`src/design/assert_macros.svh`:
```
// Assertion macros shared by the design files.
`ifndef ASSERT_MACROS_SVH
`define ASSERT_MACROS_SVH
// Implication checked at every clock edge outside reset.
`define ASSERT_IMPL(label, clk, rst, ante, cons, msg) \
  label: assert property (@(posedge clk) disable iff (rst) (ante) |-> (cons)) else $error(msg);
// Implication whose consequent is checked in the cycle after the antecedent.
`define ASSERT_NEXT(label, clk, rst, ante, cons, msg) \
  label: assert property (@(posedge clk) disable iff (rst) (ante) |=> (cons)) else $error(msg);
`endif

```
`src/design/rpn_pkg.sv`:
```
// Package: operation codes, status codes and sizes of the stack machine.
`default_nettype none
package rpn_pkg;
  localparam int STACK_DEPTH = 64;
  localparam int REG_COUNT   = 32;
  localparam int SP_W        = $clog2(STACK_DEPTH);
  localparam int CNT_W       = $clog2(STACK_DEPTH + 1);
  localparam int RA_W        = $clog2(REG_COUNT);

  localparam logic [4:0] OP_NOP = 5'd0, OP_PUSH = 5'd1, OP_TOP = 5'd2, OP_POP = 5'd3,
    OP_CLEAR = 5'd4, OP_DUP = 5'd5, OP_EXCH = 5'd6, OP_STORE = 5'd7, OP_RECALL = 5'd8,
    OP_ABS = 5'd9, OP_NEG = 5'd10, OP_ADD = 5'd11, OP_SUB = 5'd12, OP_MUL = 5'd13,
    OP_DIV = 5'd14, OP_MOD = 5'd15, OP_NOT = 5'd16, OP_AND = 5'd17, OP_OR = 5'd18,
    OP_XOR = 5'd19, OP_SHL = 5'd20, OP_SHR = 5'd21, OP_INC = 5'd22, OP_DEC = 5'd23,
    OP_HALT = 5'd24;

  localparam logic [2:0] ST_OK = 3'd0, ST_UNDER = 3'd1, ST_OVER = 3'd2, ST_REG = 3'd3,
    ST_DIV0 = 3'd4;

  localparam logic [63:0] LCG_MUL = 64'd1103515245;
  localparam logic [63:0] LCG_ADD = 64'd12345;
  localparam logic [RA_W-1:0] REG_RAND = RA_W'(30);
  localparam logic [RA_W-1:0] REG_TIME = RA_W'(31);

  // Divider request and answer between the top level and the divide unit.
  typedef struct packed {
    logic        start;
    logic [63:0] num;
    logic [63:0] den;
  } div_req_t;

  typedef struct packed {
    logic        done;
    logic [63:0] quo;
    logic [63:0] rem;
  } div_rsp_t;

  function automatic logic [1:0] pops_of(input logic [4:0] op);
    unique case (op)
      OP_POP, OP_TOP, OP_DUP, OP_RECALL, OP_ABS, OP_NEG, OP_NOT, OP_INC, OP_DEC,
      OP_HALT: pops_of = 2'd1;
      OP_EXCH, OP_STORE, OP_ADD, OP_SUB, OP_MUL, OP_DIV, OP_MOD, OP_AND, OP_OR,
      OP_XOR, OP_SHL, OP_SHR: pops_of = 2'd2;
      default: pops_of = 2'd0;
    endcase
  endfunction

  function automatic logic [1:0] pushes_of(input logic [4:0] op);
    unique case (op)
      OP_DUP, OP_EXCH: pushes_of = 2'd2;
      OP_PUSH, OP_TOP, OP_RECALL, OP_ABS, OP_NEG, OP_ADD, OP_SUB, OP_MUL, OP_DIV,
      OP_MOD, OP_NOT, OP_AND, OP_OR, OP_XOR, OP_SHL, OP_SHR, OP_INC,
      OP_DEC: pushes_of = 2'd1;
      default: pushes_of = 2'd0;
    endcase
  endfunction
endpackage
`default_nettype wire

```
`src/design/rpn_regfile.sv`:
```
// Register file memory with valid bits for the all-zero reset.
`default_nettype none
module rpn_regfile
  import rpn_pkg::*;
(
  input  wire logic            clk,
  input  wire logic            rst,
  input  wire logic [RA_W-1:0] raddr,
  output logic [63:0]          rdata,
  input  wire logic            we,
  input  wire logic [RA_W-1:0] waddr,
  input  wire logic [63:0]     wdata
);
  logic [63:0]          mem [REG_COUNT];
  logic [REG_COUNT-1:0] valid;
  logic [63:0]          rd_q;
  logic                 rd_valid;

  // Write port and valid tracking
  always_ff @(posedge clk) begin
    if (rst) begin
      valid <= '0;
    end else if (we) begin
      valid[waddr] <= 1'b1;
    end
  end

  always_ff @(posedge clk) begin
    if (we) begin
      mem[waddr] <= wdata;
    end
  end

  // Registered read
  always_ff @(posedge clk) begin
    rd_q     <= mem[raddr];
    rd_valid <= valid[raddr] && !rst;
  end

  assign rdata = rd_valid ? rd_q : 64'd0;
endmodule
`default_nettype wire

```
`config.mk`:
```
export PLATFORM = sky130hd
export DESIGN_NAME = rpn_regfile
export DESIGN_NICKNAME = d
export VERILOG_FILES = /design/src/design/assert_macros.svh /design/src/design/rpn_pkg.sv /design/src/design/rpn_regfile.sv
export SDC_FILE = /design/constraint.sdc
export NUM_CORES = 2
export LEC_CHECK = 0
export BUFFER_PORTS_ARGS = -buffer_cell sky130_fd_sc_hd__buf_2
export CAP_MARGIN = 20
export CORE_ASPECT_RATIO = 0.9
export CORE_MARGIN = 4
export CORE_UTILIZATION = 30
export DETAILED_ROUTE_END_ITERATION = 6
export HOLD_SLACK_MARGIN = 0.06
export PLACE_DENSITY_LB_ADDON = 0.05
export REMOVE_ABC_BUFFERS = 1
export SETUP_SLACK_MARGIN = 0.02
export SLEW_MARGIN = 15
export SYNTH_ARGS = -nofsm -noshare
export SYNTH_HDL_FRONTEND = slang
export SYNTH_SLANG_ARGS = --single-unit
```
`constraint.sdc`:
```
create_clock -name clk -period 9.6 [get_ports clk]
set_clock_uncertainty 0.05 [all_clocks]
set_input_delay 0.48 -clock clk [delete_from_list [all_inputs] [get_ports clk]]
set_output_delay 0.48 -clock clk [all_outputs]
set_load 0.005 [all_outputs]
```
==> results.py <==
metrics = {
    "synth": {
        "ys_types": 26,
        "synth_seq_cells": 2145,
        "yosysTopAreaCellShare_pct": 76.41,
        "async_reset_ff_share_pct": 0,
        "synthesis.area_sq_um": 80490,
        "yosys-top-cells-count": "edfxtp_1, mux4_2, nor2_1, dfxtp_1, clkbuf_1",
        "ys.warnings.count": 0,
        "synthFlopType": "edfxtp_1",
        "yosysSeqAreaShare_pct": 78.82,
        "synth_top_area_cell": "edfxtp_1",
        "yosysMostFrequentCell": "edfxtp_1",
        "synth_edf_count": 2048,
        "syn_avg_cell_area_sq_um": 25.03,
        "syn-instance-count": 3216,
        "synthTopCellsByArea": "edfxtp_1, mux4_2, dfxtp_1, mux2_2, and2_1",
    },
    "sta": {
        "period_needed_ps": 3516,
        "fmax_ghz": 0.2844,
        "rsz0062_at_grt": "no",
        "slew_viol_final": 0,
        "tns_ps": 0,
        "finalHoldViolCount": 0,
        "worst_slew_pin_slew_ps": 1135,
        "slew_headroom_pct": 24.33,
        "finalSetupViolCount": 0,
        "finalCritPeriodShare_pct": 36.63,
    },
    "power": {
        "p_switching_mw": 4.234,
        "cell_internal_pwr_mw": 16.01,
        "vdd_ir_drop_max_mv": 0.1506,
        "pwr-share-clk_pct": 44.0,
        "swShare_pct": 20.92,
        "p_leak_nw": 29.23,
        "seq_power_share_pct": 51.6,
        "power_density_nw_per_um2": 214.6,
        "combPwrFrac_pct": 4.4,
    },
    "setup_path": {
        "path_class": "reg -> out",
        "cp_slowest_cell": "dfxtp_4",
        "cp_num_cells": 3,
        "worstPathCellList": "buf_4 -> and2_1 -> buf_2",
        "crit_start": "rd_valid",
        "worstRegToRegCells": 3,
        "critPathLaunchType": "flop",
        "cp_top_family": "flip-flops",
        "cp.required_ps": 9070,
        "rr_endpoint": "rd_q[28]",
        "arrival_ps": 2990,
        "rrSetupSlack_ps": 7630,
        "cp-endpoint": "rdata[50]",
        "r2r_start": "mem[23][28]",
        "slowest_delay_ps": 790,
        "path_max_fanout": 35,
        "cp-end-kind": "primary output",
        "critPathBufInv": 2,
    },
    "floorplanning": {
        "initial_utilization_pct": 30.13,
        "die_h_microns": 499.4,
        "fp.coreArea_sq_um": 267100,
        "fp.dieArea_sq_um": 276600,
        "die_x_microns": 554.0,
        "num_rows": 180,
        "ios": 141,
    },
    "routing": {
        "first_iter_violations": 2995,
        "vias_per_cell": 4.917,
        "wl_met2_microns": 118100,
        "met1_length_microns": 103500,
        "highest_layer": "met5",
        "wl_per_cell_microns": 32.10,
        "drtPass1Iterations": 5,
        "wl_met3_microns": 8809,
        "detail-route-antenna-nets": 0,
        "wirelength_microns": 235600,
        "remaining_drc_errors": 0,
        "vias": 36100,
    },
    "clocking": {
        "path_clk_slew_ps": 60,
        "htreeDepth": 4,
        "cts_buffers": 242,
        "cts_sinks": 2145,
        "tritoncts": "built",
        "clock_latency_ps": 870,
        "clockBufferDepth": 4,
        "clockRootBuffer": "clkbuf_16",
        "postCtsSetupBuffers": 0,
    },
    "finish": {
        "num-nets-final": 3660,
        "drive_above_1_share_pct": 34.70,
        "syn_to_final_growth_pct": 17.17,
        "utilization_pct": 35.31,
    },
    "grt": {
        "grt_pass1_wl_microns": 326800,
        "track_usage_pct": 16.89,
        "antenna_found_initial": 20,
        "grt_max_degree": 129,
        "grt_overflow": 0,
        "grt_pass1_vias": 39530,
    },
    "flow_run": {
        "max_cap_viol_count": 0,
    },
    "placement": {
        "io_buffer_count": 140,
        "place_congestion": 0.6746,
        "dp_hpwl_microns": 111700,
    },
    "worst_hold_path": {
        "hold_path.class": "in -> reg",
    },
    "run_status": {
        "status": "complete, no violations",
    },
}
## sequential cells by signal, summed over array words and instances, names as in the netlist
signal	flops
rd_q	64
rd_valid	1
valid	32
mem	2048
## power groups by stage
stage                     registers, mW  clock network [mW]  logic [mW]
after detailed placement           10.6                   0       0.896
after floorplan                    10.6                   0       0.406
after global routing               10.4                9.60       0.962
final                              10.4                8.91       0.891
after CTS                          10.4                9.22       0.924
after global placement             10.6                   0       0.878
## metrics by stage
stage                     instance area, sq um  power (mW)  hold slack [ps]  std cells  setup WS, ps
after floorplan                          79710       11.02            384.8       3050          5290
after global placement                   85970       11.51            393.3       6823          5221
after detailed placement                 86010       11.54            407.2       6825          5209
after CTS                                94290       20.59            66.70       7333          5811
after global routing                     94290       21.01            89.04       7334          5859
final                                    94310       20.24            128.5       7341          6084
## cell usage in the layout (no fill, tap or decap), drive strengths merged, types with 62 or more instances in the layout
master / count
edfxtp: 2048
mux4: 646
clkbuf: 328
buf: 226
nor2: 98
dfxtp: 97
clkinv: 96
and2: 64
dlygate4sd3: 63
mux2: 62
## worst register-to-register path, stage by stage (launching register included)
cell and delay, ps:
edfxtp_1 360, mux4_2 480, mux4_2 510, a211o_1 410
## kinds of logic (layout without fill, tap and decap cells)
| logic type | Yosys count | count (layout) | share of synthesized area [%] |
|---|---|---|---|
| compound gates | 6 | 6 | 0.06063 |
| buf+inv | 166 | 734 | 0.9623 |
| flops | 2145 | 2145 | 78.82 |
| mux | 712 | 712 | 18.99 |
| other cells | 0 | 8 | 0 |
| simple gates | 187 | 187 | 1.161 |
## worst min-delay path by stage
stage | slack, ps | to | depth (start not counted) | from
2_1_floorplan | 380 | valid[12] | 2 | valid[12]
3_3_place_gp | 390 | valid[6] | 2 | valid[6]
3_5_place_dp | 410 | valid[7] | 2 | valid[7]
4_1_cts | 70 | mem[10][56] | 1 | wdata[56]
5_1_grt | 90 | rd_q[1] | 2 | raddr[2]
6_report | 130 | rd_q[10] | 2 | raddr[2]
## layout make-up
class                           count  area (sq um)
Clock inverter                    117         895.9
Antenna cell                        8         20.02
Fill cell                       24510        172800
Multi-Input combinational cell    905         16510
Sequential cell                  2145         63440
Clock buffer                      328          6746
Tap cell                         3549          4441
Timing Repair Buffer              289          2248
## per-layer routing
layer  global-route usage [%]  up-vias
met5                        0        -
met4                    3.635        2
met3                    2.335      341
met2                    28.93      834
met1                    22.97    20300
li1                         -    14620
## timing repair
item,4_1_cts,5_1_grt
hold endpoints to repair,1994,0
hold buffers,63,0
gates resized for setup,0,0
Note: power is estimated with default switching activity, not from simulation.
