==> config.mk <==
export PLATFORM = sky130hd
export DESIGN_NAME = rpn_div
export DESIGN_NICKNAME = d
export VERILOG_FILES = /design/src/design/rpn_pkg.sv /design/src/design/rpn_div.sv
export VERILOG_INCLUDE_DIRS = /design/src /design/src/design
export SDC_FILE = /design/constraint.sdc
export NUM_CORES = 1
export LEC_CHECK = 0
export BUFFER_PORTS_ARGS = -buffer_cell sky130_fd_sc_hd__buf_2
export CORE_ASPECT_RATIO = 1.5
export CORE_MARGIN = 3
export CORE_UTILIZATION = 45
export DETAILED_ROUTE_END_ITERATION = 7
export PLACE_DENSITY = 0.72
export SETUP_SLACK_MARGIN = 0.3
export SYNTH_ARGS = -nofsm -noshare
export SYNTH_HDL_FRONTEND = slang
export SYNTH_SLANG_ARGS = --single-unit
==> constraint.sdc <==
create_clock -name clk -period 11.62 [get_ports clk]
set_clock_uncertainty 0.2 [all_clocks]
set_input_delay 0.581 -clock clk [delete_from_list [all_inputs] [get_ports clk]]
set_output_delay 0.581 -clock clk [all_outputs]
set_load 0.02 [all_outputs]
==> src/design/assert_macros.svh <==
// Assertion macros shared by the design files.
`ifndef ASSERT_MACROS_SVH
`define ASSERT_MACROS_SVH
// Implication checked at every clock edge outside reset.
`define ASSERT_IMPL(label, clk, rst, ante, cons, msg) \
  label: assert property (@(posedge clk) disable iff (rst) (ante) |-> (cons)) else $error(msg);
// Implication whose consequent is checked in the cycle after the antecedent.
`define ASSERT_NEXT(label, clk, rst, ante, cons, msg) \
  label: assert property (@(posedge clk) disable iff (rst) (ante) |=> (cons)) else $error(msg);
`endif

==> src/design/rpn_pkg.sv <==
// Package: operation codes, status codes and sizes of the stack machine.
`default_nettype none
package rpn_pkg;
  localparam int STACK_DEPTH = 64;
  localparam int REG_COUNT   = 32;
  localparam int SP_W        = $clog2(STACK_DEPTH);
  localparam int CNT_W       = $clog2(STACK_DEPTH + 1);
  localparam int RA_W        = $clog2(REG_COUNT);

  localparam logic [4:0] OP_NOP = 5'd0, OP_PUSH = 5'd1, OP_TOP = 5'd2, OP_POP = 5'd3,
    OP_CLEAR = 5'd4, OP_DUP = 5'd5, OP_EXCH = 5'd6, OP_STORE = 5'd7, OP_RECALL = 5'd8,
    OP_ABS = 5'd9, OP_NEG = 5'd10, OP_ADD = 5'd11, OP_SUB = 5'd12, OP_MUL = 5'd13,
    OP_DIV = 5'd14, OP_MOD = 5'd15, OP_NOT = 5'd16, OP_AND = 5'd17, OP_OR = 5'd18,
    OP_XOR = 5'd19, OP_SHL = 5'd20, OP_SHR = 5'd21, OP_INC = 5'd22, OP_DEC = 5'd23,
    OP_HALT = 5'd24;

  localparam logic [2:0] ST_OK = 3'd0, ST_UNDER = 3'd1, ST_OVER = 3'd2, ST_REG = 3'd3,
    ST_DIV0 = 3'd4;

  localparam logic [63:0] LCG_MUL = 64'd1103515245;
  localparam logic [63:0] LCG_ADD = 64'd12345;
  localparam logic [RA_W-1:0] REG_RAND = RA_W'(30);
  localparam logic [RA_W-1:0] REG_TIME = RA_W'(31);

  // Divider request and answer between the top level and the divide unit.
  typedef struct packed {
    logic        start;
    logic [63:0] num;
    logic [63:0] den;
  } div_req_t;

  typedef struct packed {
    logic        done;
    logic [63:0] quo;
    logic [63:0] rem;
  } div_rsp_t;

  function automatic logic [1:0] pops_of(input logic [4:0] op);
    unique case (op)
      OP_POP, OP_TOP, OP_DUP, OP_RECALL, OP_ABS, OP_NEG, OP_NOT, OP_INC, OP_DEC,
      OP_HALT: pops_of = 2'd1;
      OP_EXCH, OP_STORE, OP_ADD, OP_SUB, OP_MUL, OP_DIV, OP_MOD, OP_AND, OP_OR,
      OP_XOR, OP_SHL, OP_SHR: pops_of = 2'd2;
      default: pops_of = 2'd0;
    endcase
  endfunction

  function automatic logic [1:0] pushes_of(input logic [4:0] op);
    unique case (op)
      OP_DUP, OP_EXCH: pushes_of = 2'd2;
      OP_PUSH, OP_TOP, OP_RECALL, OP_ABS, OP_NEG, OP_ADD, OP_SUB, OP_MUL, OP_DIV,
      OP_MOD, OP_NOT, OP_AND, OP_OR, OP_XOR, OP_SHL, OP_SHR, OP_INC,
      OP_DEC: pushes_of = 2'd1;
      default: pushes_of = 2'd0;
    endcase
  endfunction
endpackage
`default_nettype wire

==> src/design/rpn_div.sv <==
// Iterative signed divider, one quotient bit per cycle.
`default_nettype none
module rpn_div
  import rpn_pkg::*;
(
  input  wire logic     clk,
  input  wire logic     rst,
  input  wire div_req_t req,
  output div_rsp_t      rsp
);
  logic [63:0] rem_u, quo_u, den_u;
  logic [6:0]  cnt;
  logic        busy, neg_q, neg_r, done_q;
  logic [64:0] trial;

  assign trial = {rem_u, quo_u[63]} - {1'b0, den_u};

  // Restoring division on magnitudes
  always_ff @(posedge clk) begin
    if (rst) begin
      busy   <= 1'b0;
      done_q <= 1'b0;
      cnt    <= '0;
    end else begin
      done_q <= 1'b0;
      if (req.start && !busy) begin
        busy  <= 1'b1;
        cnt   <= 7'd64;
        rem_u <= '0;
        quo_u <= req.num[63] ? 64'(-req.num) : req.num;
        den_u <= req.den[63] ? 64'(-req.den) : req.den;
        neg_q <= req.num[63] ^ req.den[63];
        neg_r <= req.num[63];
      end else if (busy) begin
        if (!trial[64]) begin
          rem_u <= trial[63:0];
          quo_u <= {quo_u[62:0], 1'b1};
        end else begin
          rem_u <= {rem_u[62:0], quo_u[63]};
          quo_u <= {quo_u[62:0], 1'b0};
        end
        cnt <= cnt - 7'd1;
        if (cnt == 7'd1) begin
          busy   <= 1'b0;
          done_q <= 1'b1;
        end
      end
    end
  end

  // Signs restored on the way out
  assign rsp = '{done: done_q,
                 quo: neg_q ? 64'(-quo_u) : quo_u,
                 rem: neg_r ? 64'(-rem_u) : rem_u};

  `include "assert_macros.svh"
  `ASSERT_NEXT(a_div_done, clk, rst, busy && cnt == 7'd1, done_q && !busy, "divider did not finish")
  `ASSERT_IMPL(a_div_cnt, clk, rst, busy, cnt != 7'd0, "divider count ran out while busy")
endmodule
`default_nettype wire

==> flow_metrics.tcl <==
set metrics [dict create \
    io_pins 260 \
    finalPower_uw 2850 \
    via_per_inst 5.85 \
    reg2reg_depth 11 \
    antenna_found_initial 10 \
    ctsResizeCount 0 \
    first_global_vias 15623 \
    crit_fanout 6 \
    n_fill_cell 3545 \
    relSlewSlack 0.173 \
    syn_area_mm2 0.0174 \
    crit_buf_inv 1 \
    cp-end-kind "primary output" \
    die_height_um 247 \
    drive_gt1_frac 0.165 \
    detail-route-antenna-nets 0 \
    worstPathArrival_ps 4730 \
    numCtsBuffers 23 \
    synth_largest_area_cell "edfxtp_1" \
    dieArea_mm2 0.0411 \
    syn_inst 1966 \
    dr.pass1.iters 8 \
    dr_total_vias 15759 \
    first_iter_violations 1158 \
    synthDistinctLibCells 84 \
    cp_cell_sequence "or4_1 > nor3_1 > and3b_1 > and2_4 > nand4_2 > or3_1 > or2_1 > or4_4 > o31ai_1 > xnor2_1 > buf_2" \
    clock-sinks 203 \
    multi_input_area_mm2 0.0107 \
    r2r-end "rem_u[48]" \
    coreArea_mm2 0.0379 \
    path_clk_slew_ps 60 \
    path_depth 11 \
    synth_seq_cells 203 \
    fin_cells 2692 \
    dp.cells 2647 \
    seqCellArea_mm2 0.00601 \
    cts_setup_buffers 0 \
    grt_pass1_wl_mm 82.2 \
    gr-total-overflow 0 \
    slowest_stage "or4_1" \
    setup-tns-final_ps 0 \
    hold_class "in2reg" \
    wl_per_cell_um 19.6 \
    rows 87 \
    reg2reg_slack_ps 6350 \
    cts_hold_buf 0 \
    htreeDepth 1 \
    fmax_ghz 0.181 \
    fp.dieW_um 167 \
    synth_flop_cell "edfxtp_1" \
    maxCapViolCount 0 \
    crit_required_ps 10840 \
    hold_depth 1 \
    routed_wl_mm 52.7 \
    cts_tree "done" \
    startpoint_type "register" \
    worstHoldEndpoint "den_u[0]" \
    max_slew.worst_pin.slew_ps 1230 \
    hpwl_mm 41.1 \
    yosysWarnings 0 \
    clock_latency_ps 530 \
    clockRootBuffer "clkbuf_16" \
    initial_core_util 0.459 \
    syn-mean-instance-area_um2 8.85 \
    synth_nets 2168 \
    finalCritPeriodShare 0.474 \
    synth_edf_count 194 \
    rsz0062_at_grt "false" \
    setup_viol 0 \
    grt_usage 0.246 \
    yosysSeqAreaShare 0.345 \
    cts_buffer_depth 3 \
    place.gp.congestion 0.987 \
    hp-start "req[0]" \
    finalMaxSlewViolations 0 \
    vdd_drop_max_v 0.0000998 \
    timing.critical_path.slowest_cell_delay_ps 600 \
    route.detailed.drc 0 \
    synthTopCellsByArea "edfxtp_1 (33%), xnor2_1 (13%), ha_1 (5.0%), nand2_1 (4.9%), o21ai_0 (4.5%)" \
    hold_viol 0 \
    numPortBuffers 259 \
    areaGrowthSynthToFinish_pct 14.2 \
    synth_top_area_frac 0.335 \
    post-route-min-period_ps 5510 \
    critPathTopFamily "simple AND/OR/NAND/NOR gates" \
    outcome "finished clean" \
    p_leak_uw 0.00771 \
    critPathKind "reg2out" \
    grt_max_degree 100 \
    nets 2385 \
    r2r-start "rem_u[22]" \
    power_density_mw_per_mm2 143 \
    synth_async_sr_flop_share 0 \
]
[synth_stat cells (29+ instances only)]
| cell | number |
|---|---|
| nor2_1 | 144 |
| inv_1 | 98 |
| mux2i_1 | 51 |
| clkbuf_1 | 60 |
| nor3_1 | 29 |
| o21ai_0 | 158 |
| or4_1 | 37 |
| xnor2_1 | 249 |
| o31ai_1 | 68 |
| ha_1 | 70 |
| edfxtp_1 | 194 |
| nand3_1 | 31 |
| a21oi_1 | 103 |
| or3_1 | 38 |
| o41ai_1 | 34 |
| nand2_1 | 226 |
| xor2_1 | 57 |
[power breakdown]
part           internal, uW  switching, uW
clock                   444            312
combinational           426            658
sequential              915           94.6
total                  1790           1060
[sequential cells by signal, indices dropped and copies added, names as in the netlist]
name    cells
neg_r       1
neg_q       1
busy        1
cnt         7
den_u      64
rem_u      64
quo_u      64
done_q      1
[per-layer routing]
layer / GRT usage / wire, um
met5: 0 / 74
met2: 0.462 / 27300
met4: 0.105 / 2290
met3: 0.0382 / 3160
met1: 0.274 / 19900
[cell families (layout without fill, tap and decap cells)]
kind of cell	Yosys count	after routing	share of synthesized area
XOR/XNOR	306	306	0.154
flip-flops	203	203	0.345
AO/OA/AOI/OAI	512	512	0.188
other	0	3	0
adder cells (fa/ha/maj)	71	71	0.0515
AND/OR/NAND/NOR	642	642	0.190
multiplexers	53	53	0.0306
buffers and inverters	179	413	0.0410
[area by class of cell]
cell class / instances / share of cell area
Antenna cell: 3 / 0.000378
Clock buffer: 30 / 0.0313
Clock inverter: 12 / 0.00705
Inverter: 99 / 0.0187
Multi-Input combinational cell: 1584 / 0.539
Sequential cell: 203 / 0.302
Tap cell: 489 / 0.0308
Timing Repair Buffer: 272 / 0.0701
[layout by cell type (no fill, tap or decap), types with 38 or more instances in the layout]
cell type / instances
buf_2: 259
xnor2_1: 249
nand2_1: 226
edfxtp_1: 194
o21ai_0: 158
nor2_1: 142
a21oi_1: 103
inv_1: 98
ha_1: 70
o31ai_1: 68
xor2_1: 57
mux2i_1: 51
or3_1: 38
[worst register-to-register path: stages, from the launching register on]
cell and delay, ps:
edfxtp_1 490, ha_1 480, nand4_1 180, or4_1 620, a2111oi_0 550, o31a_1 280
o21ai_1 110, a311oi_1 440, a211o_2 660, buf_4 640, mux2i_1 290, nor2_1 60
[worst max path at each step]
stage	from	to	slack [ps]
floorplan	req[128]	quo_u[0]	4840
global placement	rem_u[11]	rem_u[28]	6600
detailed placement	rem_u[19]	rem_u[35]	6440
CTS	rem_u[12]	rsp[63]	6140
global route	rem_u[12]	rsp[63]	6000
finish	rem_u[12]	rsp[63]	6110
[per-stage QoR]
step                worst slack [ps]   util  hold WS, ps  area [um2]
floorplan                       4840      -          244       17400
global placement                6600  0.504          271       19100
detailed placement              6440  0.504          286       19100
CTS                             6140  0.524         81.9       19900
global route                    6000  0.524         90.1       19900
finish                          6110  0.525          101       19900
(Power assumes the default switching activity.)
